File: src/complex_arithmetic_unit_top_macros.svh
// Assertion helpers, clocked on clk, quiet while arst_n is low.
`ifndef COMPLEX_ARITHMETIC_UNIT_TOP_MACROS_SVH
`define COMPLEX_ARITHMETIC_UNIT_TOP_MACROS_SVH

// same-cycle implication
`define CAU_ASSERT_IMPL(lbl, ante, cons) \
	lbl: assert property (@(posedge clk) disable iff (!arst_n) (ante) |-> (cons)) \
		else $error("assertion failed");

// next-cycle implication
`define CAU_ASSERT_NEXT(lbl, ante, cons) \
	lbl: assert property (@(posedge clk) disable iff (!arst_n) (ante) |=> (cons)) \
		else $error("assertion failed");

`endif

File: src/cau_pkg.sv
`default_nettype none
package cau_pkg;
	localparam int DATA_WIDTH = 16;
	localparam int FRAC_BITS  = 8;
	// product / sum widths
	localparam int SW = 2 * DATA_WIDTH;
	localparam int VW = SW + 1;
	// quotient bits; a quotient of 2^QB or more is replaced by 2^DATA_WIDTH
	localparam int QB = DATA_WIDTH + 1;
	// remainder width of the divider
	localparam int RW = VW + FRAC_BITS + QB;
	localparam int QDEPTH = 4;
	localparam int QAW = $clog2(QDEPTH);

	typedef enum logic [1:0] {
		FUNC_ADD = 2'd0,
		FUNC_SUB = 2'd1,
		FUNC_MUL = 2'd2,
		FUNC_DIV = 2'd3
	} func_t;

	typedef enum logic [1:0] {
		ST_OK   = 2'd0,
		ST_OVF  = 2'd1,
		ST_DIVZ = 2'd2
	} status_t;

	typedef struct packed {
		logic [1:0]                   func;
		logic signed [DATA_WIDTH-1:0] a_real;
		logic signed [DATA_WIDTH-1:0] a_imag;
		logic signed [DATA_WIDTH-1:0] b_real;
		logic signed [DATA_WIDTH-1:0] b_imag;
	} in_word_t;

	typedef struct packed {
		logic signed [DATA_WIDTH-1:0] res_real;
		logic signed [DATA_WIDTH-1:0] res_imag;
		logic [1:0]                   status;
	} out_word_t;

	// classified command held in the queue
	typedef struct packed {
		in_word_t w;
		logic     divz;
	} cmd_t;

	typedef struct packed {
		logic push;
	} qctl_t;
endpackage
`default_nettype wire

File: src/cau_front.sv
`default_nettype none
module cau_front import cau_pkg::*; (
	input  wire logic     req_valid,
	output logic          req_stall,
	input  wire in_word_t req_word,
	input  wire logic     q_full,
	output qctl_t         qctl,
	output cmd_t          cmd
);
	// zero divisor detected up front so the back end only carries a flag
	always_comb begin
		cmd.w     = req_word;
		cmd.divz  = (req_word.func == FUNC_DIV) &&
		            (req_word.b_real == '0) && (req_word.b_imag == '0);
		req_stall = q_full;
		qctl.push = req_valid && !q_full;
	end
endmodule
`default_nettype wire

File: config.mk
export PLATFORM = sky130hd
export DESIGN_NAME = cau_front
export DESIGN_NICKNAME = d
export VERILOG_FILES = /design/src/complex_arithmetic_unit_top_macros.svh /design/src/cau_pkg.sv /design/src/cau_front.sv
export SDC_FILE = /design/constraint.sdc
export NUM_CORES = 1
export LEC_CHECK = 0
export ABC_AREA = 1
export BUFFER_PORTS_ARGS = -buffer_cell sky130_fd_sc_hd__buf_2
export CORE_ASPECT_RATIO = 0.75
export CORE_MARGIN = 2
export CORE_UTILIZATION = 22
export DETAILED_ROUTE_END_ITERATION = 10
export PLACE_DENSITY = 0.8
export SYNTH_ARGS = -nofsm -noshare
export SYNTH_HDL_FRONTEND = slang
export SYNTH_SLANG_ARGS = --single-unit
File: constraint.sdc
create_clock -name vclk -period 0.8
set_input_delay 0.08 -clock vclk [all_inputs]
set_output_delay 0.08 -clock vclk [all_outputs]
set_load 0.03 [all_outputs]
# After elaboration in Yosys (flattened, before gate mapping)
# Index checks and enable logic that the tools add are counted.
[totals]
reg_bits = 0
latch_bits = 0
ramBits = 0
mem_bits_ro = 0
in_bits = 68
out_inout_bits = 69
word_cells = 7
mem_count = 0
[op_classes]
n_addsub = 0
mul = 0
div_mod_pow = 0
n_lt_le_gt_ge = 0
n_eq_ne = 1
shifts = 0
n_mux = 0
bitwise = 0
reduce_logical = 6
[ops]
columns = ["operator", "count"]
rows = [
  ["16-bit zero test", 2],
  ["1-bit logical AND", 3],
  ["2-bit equality test (second input constant)", 1],
  ["1-bit zero test", 1],
]

# Longest topological paths before layout
[logic_depth]
depth_word = 3
ltp_mapped = 5
mapped_depth_nobuf = 5

# Worst setup path before layout
# OpenSTA, ideal clock, no wires.
[synth_timing]
path_kind = "input to output"
from = "input req_word[13] in the netlist's numbering"
to = "output cmd[0] in the netlist's numbering"
arrival_ns = 0.786
required_time_ns = 0.720
slack_ns = -0.066
path_stages = 5
n_path_buf = 0
path_cell_list = "nor2_1 nand2_1 nor2_1 nand3_1 nor2_1"
[synth_lines]
columns = ["element", "line", "text"]
rows = [
  ["start, declared", "cau_front.sv:5", "input wire in_word_t req_word,"],
  ["end, declared", "cau_front.sv:8", "output cmd_t cmd"],
]

==> results.toml <==
[outcome]
outcome = "finished with violations"
violations = "setup timing"

[power_and_ir_drop]
power.density_nw_per_um2 = 708
finalPower_mw = 0.489
irDropWorstVdd_mv = 0.149
p_leak_nw = 0.377

[yosys]
yosysTopAreaCell = "buf_4"
yosysTopAreaCellShare = 0.799
synth_commonest_cells = "buf_4, nor2_1, nand2_1"
synthDistinctLibCells = 5
synth_area_um2 = 629
yosys_warnings = 0
ys_seq_area_frac = 0
synth_cells = 100
yosysMostFrequentCell = "buf_4"
synth.area.top_cells = "buf_4, nor2_1, nand2_1, nand3_1, inv_1"
avgSynthCellArea_um2 = 6.29
synth_fp_nets = 168

[timing]
finalCritPeriodShare = 1.10
holdWs_ns = 0.160
slew_headroom = 0.887
setup_violations = 1
hold_violations = 0
fin_crit_ns = 0.880
layout_setup_ws_ns = -0.0801
fmax_mhz = 1140
setup-tns-final_ns = -0.0801
rsz0062_at_grt = "yes"
worst_pin_slew_ns = 0.171
maxSlewViolCount = 0

[place]
dpl.hpwl_um = 1200
gp_congestion = 0.635
dp_slack_ns = -0.158
placed_area_um2 = 554
dp_cells = 144
portBuffers = 73

[grt]
grt_pass1_wl_um = 1750
globalRoute.totalOverflow = 0
grt_usage = 0.0658
antenna_found_initial = 0
grt_max_degree = 3
grt_pass1_vias = 411

[detailed_routing]
num_vias = 515
via_per_inst = 3.58
wl_per_cell_um = 9.76
ant_nets = 0
first_pass_iters = 2
first_iter_violations = 4
drc = 0
finalWirelength_um = 1410

[cells_and_area]
postLayoutCoreUtil = 0.259
nFlopsAndLatches = 0
stdcell_count = 144
drive_gt1_frac = 0.824
seq_area_um2 = 0
fin_area_um2 = 691
clockBufferCount = 0
antenna-diode-count = 0
syn_to_final_growth_pct = 9.74
final_nets = 178

[floorplanning]
dieWidth_um = 65.8
ios = 137
die_area_um2 = 3310
initial_core_util = 0.236
rows = 16
coreArea_um2 = 2660
die_h_um = 50.3

[hold_path]
min_path_type = "primary input to primary output"

[setup_path]
crit_type = "primary input to primary output"
crit_slowest_cell = "buf_6"
crit_path_cell_trace = "buf_6 -> nor2_2 -> nand2_2 -> nor2_4 -> nand3_2 -> nor2_2 -> buf_6"
arrival_ns = 0.80
critPathRequiredTime_ns = 0.72
cp-end-kind = "primary output"
path_max_fanout = 2
critical_path.startpoint_type = "primary input"
critical-path-max-stage-delay_ns = 0.13

[flow_run]
maxCapViolCount = 0

[clock_network]
hold_buffers = 0
## where the power goes
group          switching, mW  total, mW  internal [mW]
sequential                 0          0              0
clock                      0          0              0
combinational          0.300      0.489          0.189
## routing by layer
layer  up-vias  wire, um  global-route usage
met3        10       207              0.0202
met4         0        57              0.0417
met1       214       428              0.0645
met5         -         0                   0
li1        252         -                   -
met2        39       712               0.120
## cell families (layout without fill, tap and decap cells)
kind of cell | after synthesis | after routing | share of synthesized area
buf+inv | 68 | 76 | 0.805
simple gates | 32 | 32 | 0.195
## cells in the final DEF (no fill, tap or decap)
master	netlist	routed
buf_2	0	60
nor2_2	0	7
nand3_2	0	1
buf_4	67	2
nor2_4	0	4
nand2_1	8	6
inv_1	1	1
buf_6	0	13
nand2_2	0	2
nor2_1	22	11
nand3_1	2	1
## area by class of cell
class              count  area, um2
inverters              1       3.75
multi-input cells     32        180
repair buffers        75        462
well taps             36       45.0
fillers              312       1970
## worst paths after layout
path,from,to,slack [ns],depth (start not counted)
worst max-delay path,req_word[22],cmd[0],-0.08,7
worst min-delay path,req_word[37],cmd[38],0.16,0
## timing repair
item | CTS | global route
resized for setup | 7 | 25
pin swaps | 0 | 15
setup buffers | 0 | 0
setup endpoints to repair | 1 | 1
## worst max-delay path, delay by kind of cell
kind	cells	cell delay, ns
buffers and inverters	2	0.22
AND/OR/NAND/NOR	5	0.49
Power figures use the tool's default switching activity.
