**config.mk**
```make
export PLATFORM = sky130hd
export DESIGN_NAME = cau_queue
export DESIGN_NICKNAME = d
export VERILOG_FILES = /design/src/cau_pkg.sv /design/src/cau_queue.sv
export VERILOG_INCLUDE_DIRS = /design/src /design/src/src
export SDC_FILE = /design/constraint.sdc
export NUM_CORES = 1
export LEC_CHECK = 0
export BUFFER_PORTS_ARGS = -buffer_cell sky130_fd_sc_hd__buf_4
export CAP_MARGIN = 20
export CORE_UTILIZATION = 57
export CTS_CLUSTER_SIZE = 28
export DETAILED_ROUTE_END_ITERATION = 16
export GPL_TIMING_DRIVEN = 0
export HOLD_SLACK_MARGIN = 0.06
export PLACE_DENSITY = 0.86
export REMOVE_ABC_BUFFERS = 1
export SLEW_MARGIN = 40
export SYNTH_ARGS = -nofsm -noshare
export SYNTH_HDL_FRONTEND = slang
export SYNTH_SLANG_ARGS = --single-unit
```
**constraint.sdc**
```tcl
create_clock -name clk -period 3.2 [get_ports clk]
set_input_delay 0.64 -clock clk [delete_from_list [all_inputs] [get_ports clk]]
set_output_delay 0.64 -clock clk [all_outputs]
set_load 0.02 [all_outputs]
```
**src/complex_arithmetic_unit_top_macros.svh**
```systemverilog
// Assertion helpers, clocked on clk, quiet while arst_n is low.
`ifndef COMPLEX_ARITHMETIC_UNIT_TOP_MACROS_SVH
`define COMPLEX_ARITHMETIC_UNIT_TOP_MACROS_SVH

// same-cycle implication
`define CAU_ASSERT_IMPL(lbl, ante, cons) \
	lbl: assert property (@(posedge clk) disable iff (!arst_n) (ante) |-> (cons)) \
		else $error("assertion failed");

// next-cycle implication
`define CAU_ASSERT_NEXT(lbl, ante, cons) \
	lbl: assert property (@(posedge clk) disable iff (!arst_n) (ante) |=> (cons)) \
		else $error("assertion failed");

`endif

```
**src/cau_pkg.sv**
```systemverilog
`default_nettype none
package cau_pkg;
	localparam int DATA_WIDTH = 16;
	localparam int FRAC_BITS  = 8;
	// product / sum widths
	localparam int SW = 2 * DATA_WIDTH;
	localparam int VW = SW + 1;
	// quotient bits; a quotient of 2^QB or more is replaced by 2^DATA_WIDTH
	localparam int QB = DATA_WIDTH + 1;
	// remainder width of the divider
	localparam int RW = VW + FRAC_BITS + QB;
	localparam int QDEPTH = 4;
	localparam int QAW = $clog2(QDEPTH);

	typedef enum logic [1:0] {
		FUNC_ADD = 2'd0,
		FUNC_SUB = 2'd1,
		FUNC_MUL = 2'd2,
		FUNC_DIV = 2'd3
	} func_t;

	typedef enum logic [1:0] {
		ST_OK   = 2'd0,
		ST_OVF  = 2'd1,
		ST_DIVZ = 2'd2
	} status_t;

	typedef struct packed {
		logic [1:0]                   func;
		logic signed [DATA_WIDTH-1:0] a_real;
		logic signed [DATA_WIDTH-1:0] a_imag;
		logic signed [DATA_WIDTH-1:0] b_real;
		logic signed [DATA_WIDTH-1:0] b_imag;
	} in_word_t;

	typedef struct packed {
		logic signed [DATA_WIDTH-1:0] res_real;
		logic signed [DATA_WIDTH-1:0] res_imag;
		logic [1:0]                   status;
	} out_word_t;

	// classified command held in the queue
	typedef struct packed {
		in_word_t w;
		logic     divz;
	} cmd_t;

	typedef struct packed {
		logic push;
	} qctl_t;
endpackage
`default_nettype wire

```
**src/cau_queue.sv**
```systemverilog
`default_nettype none
module cau_queue import cau_pkg::*; (
	input  wire logic  clk,
	input  wire logic  arst_n,
	input  wire qctl_t qctl,
	input  wire cmd_t  wr_cmd,
	output logic       full,
	output logic       rd_valid,
	output cmd_t       rd_cmd,
	input  wire logic  pop
);
`include "complex_arithmetic_unit_top_macros.svh"
	cmd_t             mem_q [QDEPTH];
	logic [QAW-1:0]   wr_ptr_q;
	logic [QAW-1:0]   rd_ptr_q;
	logic [QAW:0]     cnt_q;
	logic             do_pop;

	assign full     = (cnt_q == (QAW+1)'(QDEPTH));
	assign rd_valid = (cnt_q != '0);
	assign rd_cmd   = mem_q[rd_ptr_q];
	assign do_pop   = pop && rd_valid;

	always_ff @(posedge clk) begin
		if (qctl.push) begin
			mem_q[wr_ptr_q] <= wr_cmd;
		end
	end

	always_ff @(posedge clk or negedge arst_n) begin
		if (!arst_n) begin
			wr_ptr_q <= '0;
			rd_ptr_q <= '0;
			cnt_q    <= '0;
		end else begin
			if (qctl.push) begin
				wr_ptr_q <= wr_ptr_q + 1'b1;
			end
			if (do_pop) begin
				rd_ptr_q <= rd_ptr_q + 1'b1;
			end
			if (qctl.push && !do_pop) begin
				cnt_q <= cnt_q + 1'b1;
			end else if (!qctl.push && do_pop) begin
				cnt_q <= cnt_q - 1'b1;
			end
		end
	end

	`CAU_ASSERT_IMPL(a_cnt_range, 1'b1, cnt_q <= (QAW+1)'(QDEPTH))
	`CAU_ASSERT_NEXT(a_full_holds, full && !do_pop, full)
	`CAU_ASSERT_NEXT(a_empty_holds, !rd_valid && !qctl.push, !rd_valid)
endmodule
`default_nettype wire

```
==> Word level (Yosys, flattened, before mapping) <==
Memory sizes are Yosys's and may differ from the RTL's.
Cells that the tools add are included.
{ "word_totals": {"ram_bits": 268, "mem_count": 1, "reg_bits": 7, "input_bits": 71, "out_inout_bits": 69, "elab_cells": 20} }
{ "mem_list": {"columns": ["memory", "words", "width", "read_ports", "rd_clocked_by_memory_dff", "wr", "line_no", "source"], "rows": [
  ["mem_q", 4, 67, 1, 0, 1, "cau_queue.sv:13", "cmd_t mem_q [QDEPTH];"]
]} }
{ "classes": {"muxes": 4, "n_reduce_logical": 7, "add_sub_neg": 4, "n_eq_ne": 1} }
{ "op_table": {"columns": ["operator", "count"], "rows": [
  ["2-to-1 mux 3 bit", 2],
  ["adder 2 x 1 -> 2 bit, second input constant", 2],
  ["adder 3 x 1 -> 3 bit, second input constant", 1],
  ["== test 3 bit, second input constant", 1],
  ["logical AND 1 bit", 3],
  ["nonzero test 3 bit", 1],
  ["subtractor 3 x 1 -> 3 bit, second input constant", 1],
  ["logical NOT 1 bit", 2],
  ["2-to-1 mux 1 bit", 2],
  ["nonzero test 2 bit", 1]
]} }

==> Logic depth before layout (Yosys ltp) <==
{ "logic_depth": {"depth_word": 5, "depth_mapped": 8, "ltp_nobuf": 8} }

==> Worst setup path after synthesis <==
No wires, ideal clock.
{ "synth_timing": {"path_kind": "input -> register", "start": "in qctl", "end": "mem mem_q[1][0] (netlist name), enable pin", "setup_ns": 0.432, "t_required_ns": 2.768, "path_slack_ns": 0.555, "path_buffers": 0, "path_stages": 1, "arrival_ns": 2.213, "path_cell_list": "and2_1"} }
{ "synth_between": {"elab_chain_cells": 2} }
{ "synth_rtl": {"columns": ["element", "line_no", "source"], "rows": [
  ["start, declared", "cau_queue.sv:5", "input wire qctl_t qctl,"],
  ["2-to-1 mux 1 bit", "cau_queue.sv:25", "if (qctl.push) begin"],
  ["2-to-1 mux 1 bit (not written as such)", "cau_queue.sv:26", "mem_q[wr_ptr_q] <= wr_cmd;"],
  ["end, declared", "cau_queue.sv:13", null]
]} }
Every way passes these cells.

==> flow_summary.json <==
{
  "n_antenna_cell": 0,
  "grt_start_max_net_pins": 37,
  "final_cell_mix": "268 x edfxtp_1, 139 x buf_4, 67 x mux4_2, 27 x clkbuf_16",
  "initial_utilization": 0.582,
  "post_dp_cell_area_mm2": 0.0114,
  "fin_crit_ns": 2.90,
  "cp_slowest_cell": "dfrtp_4",
  "cp-start-kind": "flop",
  "cp.required_ns": 2.56,
  "area_delta_synth_final_pct": 22.6,
  "endpoint_kind": "output pin",
  "synthesis.area_mm2": 0.0101,
  "nFillCells": 975,
  "gp_congestion": 0.655,
  "r2r_end": "cnt_q[2]",
  "final-hold-violation-count": 0,
  "ys_warn_count": 0,
  "gr-usage-all-layers": 0.197,
  "crit_chain": "buf_12 -> mux4_2 -> buf_4",
  "fp.dieH_um": 135,
  "synth_cell_types": 21,
  "synth_area_per_cell_um2": 26.2,
  "rr_worst_depth": 8,
  "viasPerCell": 5.65,
  "rsz0062_at_grt": "false",
  "port_buffers": 139,
  "fin_util": 0.714,
  "vdd_drop_max_mv": 0.859,
  "p_per_area_mw_per_mm2": 976,
  "coreArea_mm2": 0.0173,
  "combPwrFrac": 0.314,
  "slowest_delay_ns": 0.71,
  "path_clk_slew_ns": 0.06,
  "h-tree-depth": 1,
  "ant_nets": 0,
  "layout_commonest_cell": "edfxtp_1",
  "cap_violations": 0,
  "drtPass1Iterations": 6,
  "route.detailed.drc": 0,
  "ys_top_cells_by_area": "edfxtp_1 80%, mux4_2 15%, dfrtp_1 1.7%",
  "drt_wl_total_um": 17400,
  "fp.dieW_um": 135,
  "clock_path_buffers": 3,
  "synth.ff_latch_count": 275,
  "p_clk_frac": 0.266,
  "slew_headroom": 0.625,
  "hold_path_depth": 1,
  "io_pins": 140,
  "max_freq_ghz": 0.345,
  "maxSlewViolCount": 0,
  "dieArea_mm2": 0.0182,
  "p_leak_uw": 0.00426,
  "reg2reg_from": "cnt_q[0]",
  "grt.overflow.total": 0,
  "rrSetupSlack_ns": 1.02,
  "power_switching_uw": 3500,
  "setup_viol": 0,
  "crit_type": "reg2out",
  "grt_pass1_vias": 4911,
  "vias": 4455,
  "p_seq_frac": 0.420,
  "drt-initial-drc-count": 256,
  "min_period_over_period": 0.905,
  "final_nets": 621,
  "drive_gt1_frac": 0.451,
  "worst-path-max-fanout": 25,
  "min-delay-start": "wr_cmd[56]",
  "grt_pass1_wl_um": 26600,
  "hold_end": "mem_q[3][56]",
  "cts_root_buf": "clkbuf_16",
  "cts_tree": "built",
  "synthCells": 385,
  "clock_sinks": 275,
  "clock_skew_ns": 0.00474,
  "worst_pin_slew_ns": 0.563,
  "std_cell_rows": 48,
  "status": "finished clean",
  "hold_path.class": "in2reg",
  "synth_seq_area_share": 0.816,
  "swShare": 0.291,
  "clk_latency_ns": 0.51,
  "cts_buffers": 26,
  "dp_hpwl_um": 10800,
  "antenna_found_initial": 0,
  "routedWlPerCell_um": 22.1,
  "synth_top_area_frac": 0.799,
  "cts_resized": 0,
  "yosys.area.top_type": "edfxtp_1",
  "final_area_mm2": 0.0124,
  "p_int_uw": 8550,
  "crit_arrival_ns": 2.26
}
## metrics by stage
step | hold WS [ns] | power [uW] | instances | setup WS, ns | setup TNS (ns)
5_1_grt | 0.301 | 12600 | 788 | 0.158 | 0
3_5_place_dp | 0.457 | 8990 | 740 | 0.791 | 0
6_report | 0.328 | 12100 | 788 | 0.304 | 0
2_1_floorplan | 0.344 | 7450 | 369 | -0.878 | -58.97
3_3_place_gp | 0.453 | 8850 | 733 | -2.01 | -308.97
4_1_cts | 0.304 | 12200 | 788 | 0.230 | 0
## worst max path at each step
| stage | endpoint | startpoint | cells past startpoint |
|---|---|---|---|
| floorplan | rd_cmd[0] | rd_ptr_q[0] | 1 |
| global placement | rd_cmd[45] | rd_ptr_q[0] | 2 |
| detailed placement | rd_cmd[1] | rd_ptr_q[0] | 3 |
| CTS | rd_cmd[52] | rd_ptr_q[0] | 3 |
| global route | rd_cmd[64] | rd_ptr_q[0] | 3 |
| finish | rd_cmd[64] | rd_ptr_q[0] | 3 |
## worst max-delay path, delay by kind of cell, from the launching register on
family	cells	cell delay [ns]
flip-flops	1	0.71
buffers and inverters	2	0.47
multiplexers	1	0.55
## cell families after synthesis
family,Yosys count,share of synthesized area
flops,275,0.816
simple gates,10,0.00547
xor+xnor,6,0.00522
buf+inv,19,0.0133
compound gates,1,0.000496
fa+ha+maj,6,0.00820
mux,68,0.151
## Yosys cell counts (all sizes together)
| master | instances |
|---|---|
| fa | 1 |
| clkbuf | 3 |
| xnor2 | 3 |
| mux4 | 67 |
| nor2 | 1 |
| ha | 5 |
| inv | 3 |
| nor3b | 1 |
| or3 | 1 |
| nand2 | 2 |
| and2 | 4 |
| o21ai | 1 |
| mux2 | 1 |
| edfxtp | 268 |
| buf | 13 |
| xor2 | 3 |
| dfrtp | 7 |
| nand3 | 1 |
## timing repair
| action | CTS | global route |
|---|---|---|
| hold buffers | 1 | 0 |
| endpoints found under the hold margin | 7 | 0 |
| buffers inserted | 0 | 0 |
## sequential cells by signal, summed over array words and instances (netlist names)
register	flops
rd_ptr_q	2
mem_q	268
wr_ptr_q	2
cnt_q	3
## power by group through the flow
stage | sequential [uW] | combinational [uW] | clock [uW]
2_1_floorplan | 5230 | 2220 | 0
3_3_place_gp | 5410 | 3440 | 0
3_5_place_dp | 5150 | 3840 | 0
4_1_cts | 5080 | 3870 | 3270
5_1_grt | 5140 | 4010 | 3400
6_report | 5060 | 3790 | 3210
## area by class of cell
cell class,instances,area [um^2],area share
clock buffer,33,698,0.0565
clock inverter,14,211,0.0171
inverter,3,11.3,0.000912
multi-input combinational,91,1730,0.140
sequential,275,8230,0.666
tap,225,282,0.0228
timing repair buffer,147,1190,0.0966
## per-layer routing
| metal | vias to the layer above | track usage | routed length [um] |
|---|---|---|---|
| li1 | 1962 | - | - |
| met1 | 2323 | 0.247 | 6690 |
| met2 | 144 | 0.351 | 9380 |
| met3 | 26 | 0.0439 | 1100 |
| met4 | 0 | 0.0474 | 221 |
| met5 | - | 0 | 0 |
Note: power is estimated with default switching activity, not from simulation.
